--- src/rtl/ddo_pkg.sv ---
// Shared types, constants and helper functions for the differential drive odometry block.
// No dependencies; imported by ddo_alu and diff_drive_odometry_core.
package ddo_pkg;

  localparam int unsigned CORDIC_STEPS_DEF = 16;

  localparam logic [31:0] DPP_RESET   = 32'd1672115;
  localparam logic [31:0] APP_RESET   = 32'd479505;
  localparam logic [31:0] KINV_Q30    = 32'd652032874;
  localparam logic [31:0] TWO_PI_MEGA = 32'd6283185;
  localparam logic [31:0] US_PER_S    = 32'd1000000;

  localparam int unsigned OPA_W = 64;
  localparam int unsigned OPB_W = 32;
  localparam int unsigned RES_W = 80;

  localparam logic [1:0] CFG_DPP = 2'd0;
  localparam logic [1:0] CFG_APP = 2'd1;

  typedef enum logic {
    ALU_MUL,
    ALU_DIV
  } alu_op_e;

  typedef struct packed {
    logic    start;
    alu_op_e op;
  } alu_req_t;

  typedef struct packed {
    logic busy;
    logic done;
  } alu_stat_t;

  typedef enum logic [3:0] {
    S_IDLE,
    S_HEAD,
    S_TRAV,
    S_KHI,
    S_KLO,
    S_CORD,
    S_SMUL,
    S_SDIV,
    S_TMUL,
    S_CHI,
    S_CLO,
    S_TDIV,
    S_PUB
  } state_e;

  // Binary angle arctangent of 2^-idx, full turn 2^32, rounded to nearest.
  function automatic logic [31:0] atan_lut(input logic [4:0] idx);
    logic [31:0] v;
    unique case (idx)
      5'd0:  v = 32'd536870912;
      5'd1:  v = 32'd316933406;
      5'd2:  v = 32'd167458907;
      5'd3:  v = 32'd85004756;
      5'd4:  v = 32'd42667331;
      5'd5:  v = 32'd21354465;
      5'd6:  v = 32'd10679838;
      5'd7:  v = 32'd5340245;
      5'd8:  v = 32'd2670163;
      5'd9:  v = 32'd1335087;
      5'd10: v = 32'd667544;
      5'd11: v = 32'd333772;
      5'd12: v = 32'd166886;
      5'd13: v = 32'd83443;
      5'd14: v = 32'd41722;
      5'd15: v = 32'd20861;
      5'd16: v = 32'd10430;
      5'd17: v = 32'd5215;
      5'd18: v = 32'd2608;
      5'd19: v = 32'd1304;
      5'd20: v = 32'd652;
      5'd21: v = 32'd326;
      5'd22: v = 32'd163;
      5'd23: v = 32'd81;
      5'd24: v = 32'd41;
      5'd25: v = 32'd20;
      5'd26: v = 32'd10;
      5'd27: v = 32'd5;
      5'd28: v = 32'd3;
      5'd29: v = 32'd1;
      5'd30: v = 32'd1;
      5'd31: v = 32'd0;
    endcase
    return v;
  endfunction

  // Apply sign to a magnitude and saturate to 32 signed bits.
  function automatic logic [31:0] sat32(input logic neg, input logic big,
                                        input logic [63:0] mag);
    logic ovf;
    logic [31:0] v;
    ovf = big | (|mag[63:31]);
    if (neg) begin
      v = ovf ? 32'h8000_0000 : (~mag[31:0] + 32'd1);
    end else begin
      v = ovf ? 32'h7FFF_FFFF : mag[31:0];
    end
    return v;
  endfunction

  // Clamp a wide signed sum to 32 signed bits.
  function automatic logic [31:0] clamp32(input logic signed [60:0] v);
    logic [31:0] r;
    if (v > 61'sh0_7FFF_FFFF) begin
      r = 32'h7FFF_FFFF;
    end else if (v < -61'sh0_8000_0000) begin
      r = 32'h8000_0000;
    end else begin
      r = v[31:0];
    end
    return r;
  endfunction

endpackage

--- src/rtl/ddo_alu.sv ---
// Shared bit-serial arithmetic unit: shift-add multiplier and restoring divider.
// Depends on ddo_pkg for the request and status structs.
module ddo_alu (
  input  logic                       clk_i,
  input  logic                       rst_ni,
  input  ddo_pkg::alu_req_t          req_i,
  input  logic [ddo_pkg::OPA_W-1:0]  a_i,
  input  logic [ddo_pkg::OPB_W-1:0]  b_i,
  output ddo_pkg::alu_stat_t         stat_o,
  output logic [ddo_pkg::RES_W-1:0]  res_o
);
  import ddo_pkg::*;

  logic        busy_q, busy_d;
  logic        done_q, done_d;
  alu_op_e     op_q, op_d;
  logic [5:0]  cnt_q, cnt_d;
  logic [79:0] acc_q, acc_d;
  logic [79:0] mc_q, mc_d;
  logic [31:0] mp_q, mp_d;
  logic [31:0] rem_q, rem_d;
  logic [32:0] trial;
  logic [32:0] diff;
  logic        fits;

  assign trial = {rem_q, acc_q[63]};
  assign diff  = trial - {1'b0, mp_q};
  assign fits  = trial >= {1'b0, mp_q};

  always_comb begin
    busy_d = busy_q;
    done_d = 1'b0;
    op_d   = op_q;
    cnt_d  = cnt_q;
    acc_d  = acc_q;
    mc_d   = mc_q;
    mp_d   = mp_q;
    rem_d  = rem_q;
    if (req_i.start) begin
      busy_d = 1'b1;
      op_d   = req_i.op;
      mp_d   = b_i;
      unique case (req_i.op)
        ALU_MUL: begin
          cnt_d = 6'd31;
          acc_d = '0;
          mc_d  = {32'd0, a_i[47:0]};
        end
        ALU_DIV: begin
          cnt_d = 6'd63;
          acc_d = {16'd0, a_i};
          rem_d = '0;
        end
      endcase
    end else if (busy_q) begin
      unique case (op_q)
        ALU_MUL: begin
          if (mp_q[0]) begin
            acc_d = acc_q + mc_q;
          end
          mc_d = {mc_q[78:0], 1'b0};
          mp_d = {1'b0, mp_q[31:1]};
        end
        ALU_DIV: begin
          rem_d = fits ? diff[31:0] : trial[31:0];
          acc_d = {16'd0, acc_q[62:0], fits};
        end
      endcase
      cnt_d = cnt_q - 6'd1;
      if (cnt_q == 6'd0) begin
        busy_d = 1'b0;
        done_d = 1'b1;
      end
    end
  end

  always_ff @(posedge clk_i or negedge rst_ni) begin
    if (!rst_ni) begin
      busy_q <= 1'b0;
      done_q <= 1'b0;
      op_q   <= ALU_MUL;
      cnt_q  <= '0;
    end else begin
      busy_q <= busy_d;
      done_q <= done_d;
      op_q   <= op_d;
      cnt_q  <= cnt_d;
    end
  end

  always_ff @(posedge clk_i) begin
    acc_q <= acc_d;
    mc_q  <= mc_d;
    mp_q  <= mp_d;
    rem_q <= rem_d;
  end

  assign stat_o = '{busy: busy_q, done: done_q};
  assign res_o  = acc_q;

endmodule

--- config.mk ---
export PLATFORM = sky130hd
export DESIGN_NAME = ddo_alu
export DESIGN_NICKNAME = d
export VERILOG_FILES = /design/src/rtl/ddo_pkg.sv /design/src/rtl/ddo_alu.sv
export SDC_FILE = /design/constraint.sdc
export NUM_CORES = 1
export LEC_CHECK = 0
export BUFFER_PORTS_ARGS = -buffer_cell sky130_fd_sc_hd__buf_2
export CORE_MARGIN = 3
export CORE_UTILIZATION = 40
export CTS_BUF_LIST = sky130_fd_sc_hd__clkbuf_16
export CTS_CLUSTER_DIAMETER = 150
export DETAILED_ROUTE_END_ITERATION = 8
export SYNTH_ARGS = -nofsm -noshare
export SYNTH_HDL_FRONTEND = slang
export SYNTH_SLANG_ARGS = --single-unit
--- constraint.sdc ---
create_clock -name clk_i -period 4.4 [get_ports clk_i]
set_input_delay 0.66 -clock clk_i [delete_from_list [all_inputs] [get_ports clk_i]]
set_output_delay 0.66 -clock clk_i [all_outputs]
set_load 0.01 [all_outputs]
==> reports/metrics.yaml, run 1 <==
clk_pin_slew_ps: 60
synth_edf_count: 224
grt_max_degree: 102
grt_overflow: 0
cp_slowest_cell: "fa_1"
n_fill_cell: 3868
hold_viol_final: 0
grt_pass1_vias: 13400
cpMostUsedCell: "a31oi_1"
synth_area_um2: 16500
worst_slack_ps: 412
avgSynthCellArea_um2: 9.32
ys_seq_area_frac: 0.421
pwr_density_cell_nw_per_um2: 561
drive_above_1_share: 0.169
setup-violations-final: 0
rows: 73
combPwrFrac: 0.448
netlist_instances: 1770
max_freq_ghz: 0.251
ys_seq_elements: 233
wirelength_mm: 46.2
p_switching_mw: 4.19
arrival_ps: 4290
synth_cell_type_count: 66
cp-end-kind: "flop"
fp.dieH_um: 209
slew_headroom: 0.288
post-place-cells: 2390
htree_levels: 1
hold_start: "a_i[49]"
post_cts_buffers: 0
synth_top_area_frac: 0.408
cts_hold_buffers: 1
die_x_um: 209
outcome: "complete, no violations"
cp.required_ps: 4700
fin_nets: 2112
internal-power_mw: 6.42
viasPerCell: 5.68
route.detailed.drc: 0
switching_share: 0.395
cts_tree: "done"
core_area_um2: 40300
start_kind: "flop"
yosysWarnings: 0
clock_sinks: 233
synth_ff_type: "edfxtp_1"
gp_congestion: 0.891
die-area_um2: 43700
critPathTopFamily: "compound AO/OA/AOI/OAI gates"
syn_nets: 1985
io_buffers: 181
multi_input_area_um2: 8970
drt_iter0_drc: 1029
clk_latency_ps: 580
layout.cells.non_filler: 2445
cts.path.max_buffers: 3
cts_buffers: 29
ios: 182
vias: 13900
cts_resized: 0
dr.pass1.iters: 5
synthMostInstantiatedCell: "edfxtp_1"
yosysTopAreaCell: "edfxtp_1"
start_util: 0.410
p_leak_nw: 7.92
rr_startpoint: "res_o[0]"
grt_pass1_wl_mm: 73.0
grt.total_usage: 0.202
layout.area.seq_um2: 6950
syn_to_final_growth_pct: 14.5
synthTopCellsByArea: "edfxtp_1, ha_1, o21ai_0"
crit_buf_inv: 1
critPathKind: "reg2reg"
synth-async-reset-ratio: 0.0386
max_stage_delay_ps: 440
rsz0062_at_grt: "no"
drv_slew: 0
cap_violations: 0
skew_ps: 23.7
crit_path_start: "res_o[0]"
post_drt_wl_per_cell_um: 18.9
dpl.hpwl_mm: 33.2
p_clk_frac: 0.239
p_seq_frac: 0.312
setup_tns_ps: 0
detail-route-antenna-nets: 0
cts_root_buffer: "clkbuf_16"
diodes: 0
antenna_found_initial: 0
fin_crit_sh: 0.906
tightest_slew_ps: 1050
critPathMaxFanout: 6
vdd_drop_max_uv: 372
detailedPlace.worstSlack_ps: 425
min-delay-path-class: "in2reg"
min_period_ps: 3990
crit_chain: "ha_1, fa_1, a211oi_1, o21a_1, a21oi_1, a41oi_1, o21bai_1, a31oi_1, buf_4, o21ai_1, a31oi_1, o21ai_0, xnor2_1, nor2_1"
synthTopCellsByCount: "edfxtp_1, nand2_1, o21ai_0"
## layer usage
layer	track usage	wire length [µm]
met5	0	0
met4	0.0564	1370
met3	0.0327	2870
met2	0.328	21000
met1	0.281	20900
## cell type report
type / instances / share of cell area
clock inverter: 25 / 0.0152
sequential: 233 / 0.368
clock buffer: 29 / 0.0384
timing repair buffer: 199 / 0.0570
tap: 525 / 0.0348
inverter: 62 / 0.0123
multi-input combinational: 1372 / 0.474
## tightest hold or removal path, cell delays in order
cell and delay [ps]:
buf_2 70, nand2_1 30, o21ai_0 60
## power by group through the flow
stage | clock network [mW] | logic [mW] | registers (mW)
final | 2.54 | 4.75 | 3.31
after global routing | 2.66 | 5.29 | 3.36
after CTS | 2.59 | 4.73 | 3.31
after detailed placement | 0 | 4.70 | 3.35
after global placement | 0 | 4.69 | 3.34
after floorplan | 0 | 3.39 | 3.34
## through the flow
stage          utilization  area [µm²]  hold slack [ps]  power [mW]
2_1_floorplan            -       16500              364        6.72
3_3_place_gp         0.444       17900              514        8.03
3_5_place_dp         0.444       17900              529        8.05
4_1_cts              0.469       18900              342        10.6
5_1_grt              0.469       18900              368        11.3
6_report             0.469       18900              370        10.6
## flip-flops by register name (all words and copies together) (netlist names)
| signal | cells |
|---|---|
| res_o | 80 |
| mp_q | 32 |
| cnt_q | 6 |
| mc_q | 80 |
| op_q | 1 |
| rem_q | 32 |
| busy_q | 1 |
| done_q | 1 |
## cell families (layout without fill, tap and decap cells)
family / Yosys count / count (layout) / share of synthesized area
compound gates: 563 / 563 / 0.210
simple gates: 528 / 528 / 0.147
flops: 233 / 233 / 0.421
buf+inv: 165 / 315 / 0.0380
fa+ha+maj: 115 / 115 / 0.0881
xor+xnor: 108 / 108 / 0.0573
mux: 58 / 58 / 0.0387
## cell usage in the layout (no fill, tap or decap), types with 61 or more instances in the layout
cell	count
nand2_1	199
buf_2	180
xnor2_1	66
a21oi_1	172
o21ai_0	175
ha_1	113
inv_1	61
edfxtp_1	224
a21o_1	73
nor2_1	137
## path summary, 6_finish.rpt
kind | to | slack [ps] | cells after the start
max in group asynchronous | op_q | 3680 | 2
worst min-delay path | res_o[49] | 370 | 3
min in group asynchronous | done_q | 490 | 2
worst max-delay path | res_o[74] | 410 | 14
worst min register to register | cnt_q[0] | 540 | 2
worst max register to register | res_o[74] | 410 | 14
(Power assumes the default switching activity.)
==> run 2: changes to the inputs <==
--- a/config.mk
+++ b/config.mk
@@ -8,7 +8,7 @@
 export BUFFER_PORTS_ARGS = -buffer_cell sky130_fd_sc_hd__buf_2
 export CORE_MARGIN = 3
 export CORE_UTILIZATION = 40
-export CTS_BUF_LIST = sky130_fd_sc_hd__clkbuf_16
+export CTS_BUF_LIST = sky130_fd_sc_hd__clkbuf_4
 export CTS_CLUSTER_DIAMETER = 150
 export DETAILED_ROUTE_END_ITERATION = 8
 export SYNTH_ARGS = -nofsm -noshare
==> constraint.sdc (replaced) <==
create_clock -name clk_i -period 4.8 [get_ports clk_i]
set_input_delay 0.72 -clock clk_i [delete_from_list [all_inputs] [get_ports clk_i]]
set_output_delay 0.72 -clock clk_i [all_outputs]
set_load 0.01 [all_outputs]
==> reports/metrics.yaml, run 2 (synthesized netlist as in run 1, its figures left out) <==
cts_buffers: 71  # was 29
grt_pass1_wl_mm: 74.8  # was 73.0 mm
clock_sinks: 233  # unchanged
crit_path_start: "res_o[0]"  # unchanged
post_drt_wl_per_cell_um: 18.6  # was 18.9 µm
cts_root_buffer: "clkbuf_4"  # was clkbuf_16
gp_congestion: 0.909  # was 0.891
die_x_um: 209  # unchanged
rows: 73  # unchanged
gr-usage-met1: 0.288  # was 0.281
cts_tree: "done"  # unchanged
whs_ps: 259  # was 370 ps
p_switching_mw: 3.84  # was 4.19 mW
whs_path_depth: 3  # unchanged
skew_ps: 53.5  # was 23.7 ps
rsz0062_at_grt: "no"  # unchanged
setup-violations-final: 0  # unchanged
layout.cells.non_filler: 2514  # was 2,445
htree_levels: 3  # was 1
wirelength_mm: 46.8  # was 46.2 mm
grtUsageMet3: 0.0441  # was 0.0327
detailedPlace.worstSlack_ps: 521  # was 425 ps
internal-power_mw: 5.65  # was 6.42 mW
setup_tns_ps: 0  # unchanged
rr_startpoint: "res_o[0]"  # unchanged
worstSetupEndpoint: "res_o[58]"  # was res_o[74]
route.detailed.drc: 0  # unchanged
grt_max_degree: 147  # was 102
grt_use_met2: 0.335  # was 0.328
die-area_um2: 43700  # unchanged
min-delay-path-class: "in2reg"  # unchanged
crit_chain: "ha_1, fa_1, a211oi_1, o21a_1, a21oi_1, a41oi_1, o21bai_1, a31oi_1, o21ai_1, a31oi_1, xnor2_1, a211oi_1, a21oi_1"  # was ha_1, fa_1, a211oi_1, o21a_1, a21oi_1, a41oi_1, o21bai_1, a31oi_1, buf_4, o21ai_1, a31oi_1, o21ai_0, xnor2_1, nor2_1
pwr_density_cell_nw_per_um2: 504  # was 561 nW/µm²
combPwrFrac: 0.460  # was 0.448
ios: 182  # unchanged
core_area_um2: 40300  # unchanged
dr.pass1.iters: 5  # unchanged
critPathKind: "reg2reg"  # unchanged
p_clk_frac: 0.222  # was 0.239
drt_iter0_drc: 1174  # was 1,029
cts.path.max_buffers: 3  # unchanged
start_util: 0.410  # unchanged
p_total_mw: 9.50  # was 10.6 mW
hold_viol_final: 0  # unchanged
p_leak_nw: 8.00  # was 7.92 nW
post_cts_buffers: 0  # unchanged
reg2regPathDepth: 13  # was 14
start_kind: "flop"  # unchanged
outcome: "complete, no violations"  # unchanged
switching_share: 0.405  # was 0.395
critPathMaxFanout: 6  # unchanged
clk_latency_ps: 750  # was 580 ps
p_seq_frac: 0.318  # was 0.312
reg2reg_to: "res_o[58]"  # was res_o[74]
fp.dieH_um: 209  # unchanged
max_stage_delay_ps: 460  # was 440 ps
io_buffers: 181  # unchanged
fin_crit_sh: 0.911  # was 0.906
rrSetupSlack_ps: 430  # was 410 ps
vdd_drop_max_uv: 214  # was 372 µV
grt.total_usage: 0.210  # was 0.202
antenna_found_initial: 2  # was 0
cts_hold_buffers: 1  # unchanged
drive_above_1_share: 0.192  # was 0.169
cp.required_ps: 5260  # was 4700 ps
vias: 14100  # was 13,900
min_period_ps: 4370  # was 3990 ps
cp-end-kind: "flop"  # unchanged
grt_pass1_vias: 13800  # was 13,400
post-place-cells: 2387  # was 2,390
fin_nets: 2151  # was 2,112
max_freq_ghz: 0.229  # was 0.251 GHz
worst_slack_ps: 426  # was 412 ps
syn_to_final_growth_pct: 14.2  # was 14.5%
slew_headroom: 0.220  # was 0.288
cap_violations: 0  # unchanged
final_common_cell: "edfxtp_1"  # unchanged
final_cell_mix: "edfxtp_1, nand2_1, buf_2, o21ai_0, a21oi_1"  # unchanged
viasPerCell: 5.59  # was 5.68
cts_resized: 0  # unchanged
dpl.hpwl_mm: 33.5  # was 33.2 mm
clk_pin_slew_ps: 70  # was 60 ps
arrival_ps: 4840  # was 4290 ps
tightest_slew_ps: 1170  # was 1050 ps
drv_slew: 0  # unchanged
busiest_layer: "met2"  # unchanged
detail-route-antenna-nets: 0  # unchanged
grt_overflow: 0  # unchanged
cp_slowest_cell: "a31oi_1"  # was fa_1
## run 2: cell count changes in the layout (fill, tap and decap cells not counted), moves of 2 or more
| cell | before | now |
|---|---|---|
| clkinv_2 | 5 | 7 |
| diode_2 | 0 | 3 |
| clkinvlp_4 | 9 | 1 |
| buf_4 | 15 | 11 |
| clkinv_1 | 1 | 11 |
| clkbuf_16 | 29 | 0 |
| clkbuf_4 | 0 | 98 |
## run 2: how the worst min path moves through the flow
stage / from / endpoint / slack, ps
floorplan: rst_ni / busy_q / 420
finish: a_i[19] / res_o[19] / 260
global route: a_i[52] / res_o[52] / 210
detailed placement: cnt_q[1] / cnt_q[1] / 510
CTS: a_i[52] / res_o[52] / 160
global placement: cnt_q[1] / cnt_q[1] / 510
## run 2: area by class of cell
type                            instances  area (µm²)
Antenna cell                            3        7.51
Clock buffer                           98         736
Clock inverter                         25         221
Fill cell                            3907       21400
Inverter                               62         233
Multi-Input combinational cell       1372        8970
Sequential cell                       233        6950
Tap cell                              525         657
Timing Repair Buffer                  196        1070
## run 2: worst max-delay path, delay by kind of cell (launching register included)
kind                     cells  cell delay, ps
AO/OA/AOI/OAI               10            2880
XOR/XNOR                     1             100
flip-flops                   1             420
adder cells (fa/ha/maj)      2             710
## run 2: through the flow
| step | util | area [µm²] |
|---|---|---|
| 6_report | 0.468 | 18800 |
| 5_1_grt | 0.468 | 18800 |
| 4_1_cts | 0.468 | 18800 |
| 3_5_place_dp | 0.444 | 17900 |
| 3_3_place_gp | 0.444 | 17900 |
| 2_1_floorplan | - | 16500 |
## run 2: metal layers
| layer | part of all wire | up-vias | routed length [µm] |
|---|---|---|---|
| met5 | 0 | - | 0 |
| met4 | 0.024 | 0 | 1100 |
| met3 | 0.068 | 78 | 3170 |
| met2 | 0.45 | 456 | 21300 |
| met1 | 0.45 | 6666 | 21300 |
| li1 | - | 6858 | - |
## run 2: power by group through the flow
| stage | sequential, mW | clock, mW | combinational, mW |
|---|---|---|---|
| 2_1_floorplan | 3.06 | 0 | 3.10 |
| 3_3_place_gp | 3.05 | 0 | 4.29 |
| 3_5_place_dp | 3.06 | 0 | 4.30 |
| 4_1_cts | 3.02 | 2.19 | 4.34 |
| 5_1_grt | 3.07 | 2.27 | 4.86 |
| 6_report | 3.02 | 2.11 | 4.37 |
